$ cat config.mk
export PLATFORM = sky130hd
export DESIGN_NAME = ascon80pq_aead_engine_unit
export DESIGN_NICKNAME = d
export VERILOG_FILES = /design/src/design/asc80_pkg.sv /design/src/design/ascon80pq_aead_engine_unit.sv
export SDC_FILE = /design/constraint.sdc
export NUM_CORES = 2
export LEC_CHECK = 0
export BUFFER_PORTS_ARGS = -buffer_cell sky130_fd_sc_hd__buf_2
export CAP_MARGIN = 20
export CORE_MARGIN = 2
export CORE_UTILIZATION = 35
export CTS_BUF_LIST = sky130_fd_sc_hd__clkbuf_4 sky130_fd_sc_hd__clkbuf_8
export CTS_CLUSTER_DIAMETER = 150
export DETAILED_ROUTE_END_ITERATION = 7
export GPL_ROUTABILITY_DRIVEN = 1
export PLACE_DENSITY_LB_ADDON = 0.15
export SYNTH_ARGS = -nofsm -noshare
export SYNTH_HDL_FRONTEND = slang
export SYNTH_SLANG_ARGS = --single-unit
$ cat constraint.sdc
create_clock -name clk -period 4.7 [get_ports clk]
set_input_delay 0.94 -clock clk [delete_from_list [all_inputs] [get_ports clk]]
set_output_delay 0.94 -clock clk [all_outputs]
set_load 0.05 [all_outputs]
$ cat src/design/asc80_pkg.sv
package asc80_pkg;

	localparam int RoundsOuterDef = 12;
	localparam int RoundsBlockDef = 6;
	localparam logic [63:0] Iv80pq = 64'ha0400c0600000000;

	localparam logic [1:0] ACT_START  = 2'd0;
	localparam logic [1:0] ACT_AD     = 2'd1;
	localparam logic [1:0] ACT_MSG    = 2'd2;
	localparam logic [1:0] ACT_FINISH = 2'd3;

	localparam logic [2:0] PH_IDLE     = 3'd0;
	localparam logic [2:0] PH_INIT     = 3'd1;
	localparam logic [2:0] PH_AD_OPEN  = 3'd2;
	localparam logic [2:0] PH_AD_DONE  = 3'd3;
	localparam logic [2:0] PH_MSG_OPEN = 3'd4;
	localparam logic [2:0] PH_MSG_DONE = 3'd5;

	localparam logic [1:0] REG_KEY_TOP    = 2'd0;
	localparam logic [1:0] REG_KEY_MID    = 2'd1;
	localparam logic [1:0] REG_KEY_BOTTOM = 2'd2;

	typedef logic [63:0] lane_t;
	typedef lane_t [4:0] state_t;

	function automatic logic [7:0] round_const(input logic [3:0] i);
		logic [7:0] r;
		begin
			r = {4'hf - i, i};
			return r;
		end
	endfunction

	function automatic state_t ascon_round(input state_t s_in, input logic [3:0] i);
		state_t s;
		lane_t t0, t1, t2, t3, t4;
		begin
			s = s_in;
			s[2] = s[2] ^ {56'd0, round_const(i)};
			s[0] = s[0] ^ s[4]; s[4] = s[4] ^ s[3]; s[2] = s[2] ^ s[1];
			t0 = ~s[0] & s[1]; t1 = ~s[1] & s[2]; t2 = ~s[2] & s[3];
			t3 = ~s[3] & s[4]; t4 = ~s[4] & s[0];
			s[0] = s[0] ^ t1; s[1] = s[1] ^ t2; s[2] = s[2] ^ t3;
			s[3] = s[3] ^ t4; s[4] = s[4] ^ t0;
			s[1] = s[1] ^ s[0]; s[0] = s[0] ^ s[4]; s[3] = s[3] ^ s[2]; s[2] = ~s[2];
			s[0] = s[0] ^ {s[0][18:0], s[0][63:19]} ^ {s[0][27:0], s[0][63:28]};
			s[1] = s[1] ^ {s[1][60:0], s[1][63:61]} ^ {s[1][38:0], s[1][63:39]};
			s[2] = s[2] ^ {s[2][0], s[2][63:1]} ^ {s[2][5:0], s[2][63:6]};
			s[3] = s[3] ^ {s[3][9:0], s[3][63:10]} ^ {s[3][16:0], s[3][63:17]};
			s[4] = s[4] ^ {s[4][6:0], s[4][63:7]} ^ {s[4][40:0], s[4][63:41]};
			return s;
		end
	endfunction

	function automatic lane_t top_mask(input logic [3:0] n);
		lane_t m;
		begin
			m = '0;
			for (int b = 0; b < 8; b++) begin
				if (4'(b) < n) begin
					m[63 - 8*b -: 8] = 8'hff;
				end
			end
			return m;
		end
	endfunction

	function automatic lane_t pad_word(input logic [3:0] n);
		lane_t p;
		begin
			p = '0;
			for (int b = 0; b < 8; b++) begin
				if (4'(b) == n) begin
					p[63 - 8*b] = 1'b1;
				end
			end
			return p;
		end
	endfunction

endpackage

$ cat src/design/ascon80pq_aead_engine_unit.sv
// Ascon-80pq AEAD engine.
// Input channel (in_valid/in_ready): one transaction per item; action selects
// start, associated-data chunk, message chunk or finish. Output channel
// (out_valid/out_ready) returns exactly one result transaction per item.
// Key registers are to be written by the user on the cfg port only while
// the engine is idle; the engine does not enforce this. One shared round
// unit runs one permutation round per cycle: start the outer permutation
//   then a key add, a full AD chunk the block permutation (twice when
//   last), a short AD chunk once (none if empty and first), a full message
//   chunk once, a short one and out-of-sequence items none, finish the
//   outer permutation then the tag. The result is held in an output
//   register; the engine takes no new item until that result is taken.
// Reset clears the lanes, phase and key registers; out_valid drops.
// A stalled receiver holds out_valid and the result stable and keeps
// in_ready low.
module ascon80pq_aead_engine_unit
	import asc80_pkg::*;
#(
	parameter int ROUNDS_OUTER = RoundsOuterDef,
	parameter int ROUNDS_BLOCK = RoundsBlockDef
) (
	input  logic        clk,
	input  logic        arst_n,
	input  logic        cfg_we,
	input  logic [1:0]  cfg_index,
	input  logic [63:0] cfg_data,
	input  logic        in_valid,
	output logic        in_ready,
	input  logic [1:0]  action,
	input  logic        decrypt,
	input  logic [63:0] data_in,
	input  logic [3:0]  data_bytes,
	input  logic        last,
	input  logic [63:0] aux_high,
	input  logic [63:0] aux_low,
	output logic        out_valid,
	input  logic        out_ready,
	output logic [63:0] data_out,
	output logic [3:0]  out_bytes,
	output logic [63:0] tag_high,
	output logic [63:0] tag_low,
	output logic        tag_match,
	output logic        status
);

	localparam logic [1:0] ST_IDLE = 2'd0;
	localparam logic [1:0] ST_PERM = 2'd1;
	localparam logic [1:0] ST_POST = 2'd2;
	localparam logic [1:0] ST_OUT  = 2'd3;

	localparam logic [3:0] StartOuter = 4'(12 - ROUNDS_OUTER);
	localparam logic [3:0] StartBlock = 4'(12 - ROUNDS_BLOCK);

	logic [1:0]  state_q;
	state_t      s_q;
	logic [2:0]  phase_q;
	logic        dec_q, sep_q, second_q;
	logic [3:0]  rnd_q;
	logic [1:0]  act_q;
	logic [63:0] exp_hi_q, exp_lo_q;
	logic [31:0] key_top_q;
	logic [63:0] key_mid_q, key_bot_q;
	logic [63:0] dout_q, thi_q, tlo_q;
	logic [3:0]  obytes_q;
	logic        match_q, stat_q;

	logic [3:0]  n;
	lane_t       data, m, sep_w;
	logic        acc, bad;
	state_t      s_rnd;

	assign in_ready  = (state_q == ST_IDLE);
	assign out_valid = (state_q == ST_OUT);
	assign acc       = in_valid && in_ready;
	assign n         = (data_bytes > 4'd8) ? 4'd8 : data_bytes;
	assign m         = top_mask(n);
	assign data      = data_in & m;
	assign s_rnd     = ascon_round(s_q, rnd_q);
	assign sep_w     = {63'd0, ~sep_q};

	always_comb begin
		bad = 1'b0;
		case (action)
			ACT_AD: bad = !(phase_q == PH_INIT || phase_q == PH_AD_OPEN) || (!last && n < 4'd8);
			ACT_MSG: bad = !(phase_q == PH_INIT || phase_q == PH_AD_DONE ||
				phase_q == PH_MSG_OPEN) || (!last && n < 4'd8);
			ACT_FINISH: bad = !(phase_q == PH_INIT || phase_q == PH_AD_DONE ||
				phase_q == PH_MSG_DONE);
			default: bad = 1'b0;
		endcase
	end

	always_ff @(posedge clk or negedge arst_n) begin
		if (!arst_n) begin
			key_top_q <= '0;
			key_mid_q <= '0;
			key_bot_q <= '0;
		end else if (cfg_we) begin
			case (cfg_index)
				REG_KEY_TOP:    key_top_q <= cfg_data[31:0];
				REG_KEY_MID:    key_mid_q <= cfg_data;
				REG_KEY_BOTTOM: key_bot_q <= cfg_data;
				default: ;
			endcase
		end
	end

	always_ff @(posedge clk or negedge arst_n) begin
		if (!arst_n) begin
			state_q  <= ST_IDLE;
			s_q      <= '0;
			phase_q  <= PH_IDLE;
			dec_q    <= 1'b0;
			sep_q    <= 1'b0;
			second_q <= 1'b0;
			rnd_q    <= '0;
			act_q    <= ACT_START;
			exp_hi_q <= '0;
			exp_lo_q <= '0;
			dout_q   <= '0;
			obytes_q <= '0;
			thi_q    <= '0;
			tlo_q    <= '0;
			match_q  <= 1'b0;
			stat_q   <= 1'b0;
		end else begin
			case (state_q)
				ST_IDLE: if (acc) begin
					act_q    <= action;
					exp_hi_q <= aux_high;
					exp_lo_q <= aux_low;
					dout_q   <= '0;
					obytes_q <= '0;
					thi_q    <= '0;
					tlo_q    <= '0;
					match_q  <= 1'b0;
					stat_q   <= 1'b0;
					second_q <= 1'b0;
					state_q  <= ST_OUT;
					if (action == ACT_START) begin
						s_q[0]  <= Iv80pq ^ {32'd0, key_top_q};
						s_q[1]  <= key_mid_q;
						s_q[2]  <= key_bot_q;
						s_q[3]  <= aux_high;
						s_q[4]  <= aux_low;
						rnd_q   <= StartOuter;
						dec_q   <= decrypt;
						sep_q   <= 1'b0;
						phase_q <= PH_INIT;
						state_q <= ST_PERM;
					end else if (bad) begin
						stat_q <= 1'b1;
					end else if (action == ACT_AD) begin
						phase_q <= last ? PH_AD_DONE : PH_AD_OPEN;
						rnd_q   <= StartBlock;
						if (n == 4'd8) begin
							s_q[0]   <= s_q[0] ^ data;
							second_q <= last;
							state_q  <= ST_PERM;
						end else if (n != 4'd0 || phase_q == PH_AD_OPEN) begin
							s_q[0]  <= s_q[0] ^ data ^ pad_word(n);
							state_q <= ST_PERM;
						end
					end else if (action == ACT_MSG) begin
						phase_q  <= last ? PH_MSG_DONE : PH_MSG_OPEN;
						sep_q    <= 1'b1;
						s_q[4]   <= s_q[4] ^ sep_w;
						obytes_q <= n;
						rnd_q    <= StartBlock;
						if (n == 4'd8) begin
							dout_q   <= s_q[0] ^ data;
							s_q[0]   <= dec_q ? data : (s_q[0] ^ data);
							second_q <= last;
							state_q  <= ST_PERM;
						end else begin
							dout_q <= (s_q[0] ^ pad_word(n) ^ data) & m;
							s_q[0] <= dec_q ? (((s_q[0] ^ pad_word(n)) & ~m) ^ data)
								: (s_q[0] ^ pad_word(n) ^ data);
						end
					end else begin
						phase_q <= PH_IDLE;
						rnd_q   <= StartOuter;
						state_q <= ST_PERM;
						if (phase_q != PH_MSG_DONE) begin
							sep_q  <= 1'b1;
							s_q[4] <= s_q[4] ^ sep_w;
							s_q[0] <= s_q[0] ^ pad_word(4'd0);
						end
						s_q[1] <= s_q[1] ^ {key_top_q, key_mid_q[63:32]};
						s_q[2] <= s_q[2] ^ {key_mid_q[31:0], key_bot_q[63:32]};
						s_q[3] <= s_q[3] ^ {key_bot_q[31:0], 32'd0};
					end
				end
				ST_PERM: begin
					s_q   <= s_rnd;
					rnd_q <= rnd_q + 4'd1;
					if (rnd_q == 4'd11) begin
						if (second_q) begin
							second_q <= 1'b0;
							rnd_q    <= StartBlock;
							if (act_q == ACT_MSG) begin
								s_q[0]  <= s_rnd[0] ^ pad_word(4'd0);
								state_q <= ST_OUT;
							end else begin
								s_q[0] <= s_rnd[0] ^ pad_word(4'd0);
							end
						end else begin
							state_q <= (act_q == ACT_START || act_q == ACT_FINISH)
								? ST_POST : ST_OUT;
						end
					end
				end
				ST_POST: begin
					state_q <= ST_OUT;
					if (act_q == ACT_START) begin
						s_q[2] <= s_q[2] ^ {32'd0, key_top_q};
						s_q[3] <= s_q[3] ^ key_mid_q;
						s_q[4] <= s_q[4] ^ key_bot_q;
					end else begin
						s_q[3]  <= s_q[3] ^ key_mid_q;
						s_q[4]  <= s_q[4] ^ key_bot_q;
						thi_q   <= s_q[3] ^ key_mid_q;
						tlo_q   <= s_q[4] ^ key_bot_q;
						match_q <= dec_q && ((s_q[3] ^ key_mid_q) == exp_hi_q) &&
							((s_q[4] ^ key_bot_q) == exp_lo_q);
					end
				end
				ST_OUT: if (out_ready) begin
					state_q <= ST_IDLE;
				end
				default: state_q <= ST_IDLE;
			endcase
		end
	end

	assign data_out  = dout_q;
	assign out_bytes = obytes_q;
	assign tag_high  = thi_q;
	assign tag_low   = tlo_q;
	assign tag_match = match_q;
	assign status    = stat_q;

	a_no_overlap: assert property (@(posedge clk) disable iff (!arst_n)
		!(in_ready && out_valid)) else $error("ready while result pending");
	a_accept_busy: assert property (@(posedge clk) disable iff (!arst_n)
		acc |=> !in_ready) else $error("accepted item did not occupy engine");
	a_rnd_range: assert property (@(posedge clk) disable iff (!arst_n)
		state_q == ST_PERM |-> rnd_q <= 4'd11) else $error("round index out of range");
	a_match_dec: assert property (@(posedge clk) disable iff (!arst_n)
		out_valid && tag_match |-> dec_q) else $error("tag match while encrypting");

endmodule

==> summary.md <==
| Metric | Value |
|---|---|
| Worst Path Max Fanout | 7 |
| WP buf/inv | 0 |
| Num ports | 471 |
| Clock root buffer | clkbuf_8 |
| Grt ovf | 0 |
| First-pass GRT wire length | 422,000 um |
| Reg2reg setup slack | 1.17 ns |
| Worst Setup Path Type | reg2reg |
| Vias in the first global route | 48,300 |
| CTS buffer count | 159 |
| CTS Buffer Depth | 3 |
| Leading area contributor after synthesis | dfrtp_1 |
| Top_reg_cell synth | dfrtp_1 |
| Fill cells | 16,900 |
| Max Clk Rate | 283 MHz |
| Synth Instances | 6,464 |
| Die H | 412 um |
| Die area | 170,000 sq um |
| Hold slack | 0.166 ns |
| Clock sinks | 820 |
| Dominant cells by area after synthesis | dfrtp_1 (35%), xnor2_1 (16%), nand2_1 (6.8%), xor2_1 (5.1%), mux2_2 (4.1%) |
| Fin. Hold Viols | 0 |
| Mean Syn Cell Area | 9.02 sq um |
| Post-detail-place hpwl | 254,000 um |
| Crit-path cells | xor2_1 > xor2_1 > nor4_1 > nand4_1 > nor4_1 > nand4_1 > o31ai_1 |
| Layout Skew | 0.0837 ns |
| Clock Latency Late Sink | 1.02 ns |
| Asr flop ratio synth | 100% |
| Via-to-Cell Ratio | 5.63 |
| CP peak stage delay | 0.78 ns |
| Tightest Hold Check Type | in2reg |
| Layout area overhead | 16.2% |
| DR DRC count | 0 |
| TritonCTS clock tree | yes |
| Top cell family by delay on the critical path | simple AND/OR/NAND/NOR gates |
| Total GRT Usage | 36.6% |
| 1st-iter DRT viols | 6,853 |
| CTS H-Tree Depth | 4 |
| Final setup violation count | 0 |
| CP required | 5.60 ns |
| Reg clk slew, reported paths | 0.06 ns |
| Hold Path Sink | exp_hi_q[16]$_DFFE_PN0P_ |
| Yosys top cell area share | 35.2% |
| Gpl congestion | 1.03 |
| Final setup TNS | 0 ns |
| Mean routed wirelength per cell | 34.1 um |
| Hold path depth | 3 |
| Port bufs | 470 |
| Worst reg2reg startpoint | s_q[254]$_DFFE_PN0P_ |
| WL final | 316,000 um |
| Mapped Area | 58,300 sq um |
| Unique cell type count in the Yosys netlist | 73 |
| Hold path startpoint | aux_high[16] |
| FP Rows | 149 |
| FF-to-FF End | tag_match$_DFFE_PN0P_ |
| CP arrival | 4.43 ns |
| Die W | 412 um |
| Critical path endpoint category | flop |
| Status | complete, no violations |
| Worst-Margin Slew | 1.30 ns |
| Total core area | 165,000 sq um |
| Remaining antenna violation count after routing | 0 |
| Via count | 52,100 |
| EDFF count, synth | 0 |
| Reg2Reg Depth | 7 |
| Final min period | 3.53 ns |
| Synth Register Bits | 820 |
| Period utilization | 75.1% |
| 1st-pass router iterations | 6 |
| Largest net degree at the start of global routing | 137 |
| RSZ-0062 raised after global routing | false |
| Syn nets | 6,875 |
| Initial Util | 35.3% |
| Share of cells above drive strength 1 | 18.4% |
| Critical Path Source Type | flop |
| Post-layout util | 41.0% |
| Fin nets | 7,332 |
| Slowest cell on crit path | nor4_1 |
| Yosys warns | 0 |
| Max_cap viols | 0 |
| Initial antenna violation count | 20 |
| Rel. slew slack | 12.9% |
| Max-slew violation count | 0 |
| Seq/Total Area, Yosys | 35.2% |
state kept, by name, indices dropped and copies added, names as in the netlist:
name and count:
tag_match 1, second_q 1, exp_hi_q 64, phase_q 3, dec_q 1, state_q 2, tag_low 64, out_bytes 4
tag_high 64, data_out 64, status 1, act_q 2, key_top_q 32, key_bot_q 64, s_q 320, rnd_q 4
sep_q 1, exp_lo_q 64, key_mid_q 64
synthesized netlist by cell type (11+ instances only):
library cell and count:
xnor2_1 1092, nand2_1 1061, dfrtp_1 820, o21ai_0 446, nor2_1 414, a21oi_1 397
xor2_1 342, clkbuf_1 333, mux2_2 214, inv_1 194, ha_1 140, xnor3_1 98
a211oi_1 86, a22oi_1 74, o22ai_1 70, buf_2 50, o211ai_1 50, maj3_1 45
mux2i_1 42, a31oi_1 31, o22a_1 31, mux2_1 30, mux2_4 30, a21o_1 29
nand3_1 29, a21boi_0 28, o21ai_1 25, a221oi_1 24, and2_1 22, nor4_1 21
a22o_1 20, buf_1 20, nand2b_1 18, nand4_1 18, a2111oi_0 12, buf_6 11
cell families after synthesis:
group                    share of synthesized area, %
flip-flops                                       35.2
multiplexers                                     6.21
AO/OA/AOI/OAI                                    14.0
adder cells (fa/ha/maj)                          3.78
buffers and inverters                            4.27
AND/OR/NAND/NOR                                  11.0
XOR/XNOR                                         25.5
cell type report:
class / instances / area (sq um) / area share [%]
Multi-Input combinational cell: 5027 / 35500 / 52.4
Sequential cell: 820 / 20500 / 30.3
Timing Repair Buffer: 718 / 4570 / 6.75
Clock buffer: 250 / 3180 / 4.69
Tap cell: 2189 / 2740 / 4.04
Inverter: 195 / 736 / 1.09
Clock inverter: 38 / 458 / 0.676
Antenna cell: 9 / 22.5 / 0.0333
cells in the final DEF, fill, tap and decap left out, drive strengths merged, types with 7 or more instances in the layout:
cell type,instances
a22oi,74
o31ai,8
inv,203
mux2,274
buf,717
a211oi,87
a31oi,31
nor3,8
nor2b,7
nand3,29
o22a,31
nand4,18
diode,9
nand2,1062
xnor3,98
and2,22
o22ai,70
dfrtp,820
a22o,20
a221oi,24
mux2i,42
clkbuf,250
clkinv,22
a21boi,29
a2111oi,12
xor2,342
a21oi,398
o211ai,52
o21ai,473
nor4,21
or2,8
ha,140
a21o,29
nand2b,18
xnor2,1092
nor2,414
maj3,45
metal layers:
layer	wire (um)	up-vias	GRT usage (%)
li1	-	22600	-
met1	138000	26000	52.5
met2	125000	2944	50.1
met3	33300	533	8.79
met4	19500	6	19.7
met5	54	-	0
how the worst max path moves through the flow:
stage               cells after the start               endpoint  slack, ns                 start
floorplan                              11   s_q[129]$_DFFE_PN0P_       1.58             action[0]
global placement                       11   s_q[270]$_DFFE_PN0P_       0.84             action[0]
detailed placement                     11    s_q[86]$_DFFE_PN0P_       0.78             action[0]
CTS                                     8   s_q[207]$_DFFE_PN0P_       1.26  s_q[224]$_DFFE_PN0P_
global route                            7  tag_match$_DFFE_PN0P_       1.12  s_q[254]$_DFFE_PN0P_
finish                                  7  tag_match$_DFFE_PN0P_       1.17  s_q[254]$_DFFE_PN0P_
timing repair:
item,CTS,global route
gates resized for setup,0,0
buffers inserted,0,0
hold buffers,1,0
endpoints found under the hold margin,10,0
tightest hold or removal path, delay by kind of cell:
| kind | cells | cell delay, ns |
|---|---|---|
| buffers and inverters | 1 | 0.09 |
| AND/OR/NAND/NOR | 2 | 0.09 |
through the flow:
stage          worst slack, ns  std cells  cell area, sq um
2_1_floorplan             1.58       6464             58300
3_3_place_gp             0.841       8937             64000
3_5_place_dp             0.776       8943             64000
4_1_cts                   1.26       9232             67700
5_1_grt                   1.12       9240             67700
6_report                  1.17       9246             67700
Power is left out: the tool's default activity adds up to more than one toggle a clock period on the data nets, which glitch-free logic cannot reach.
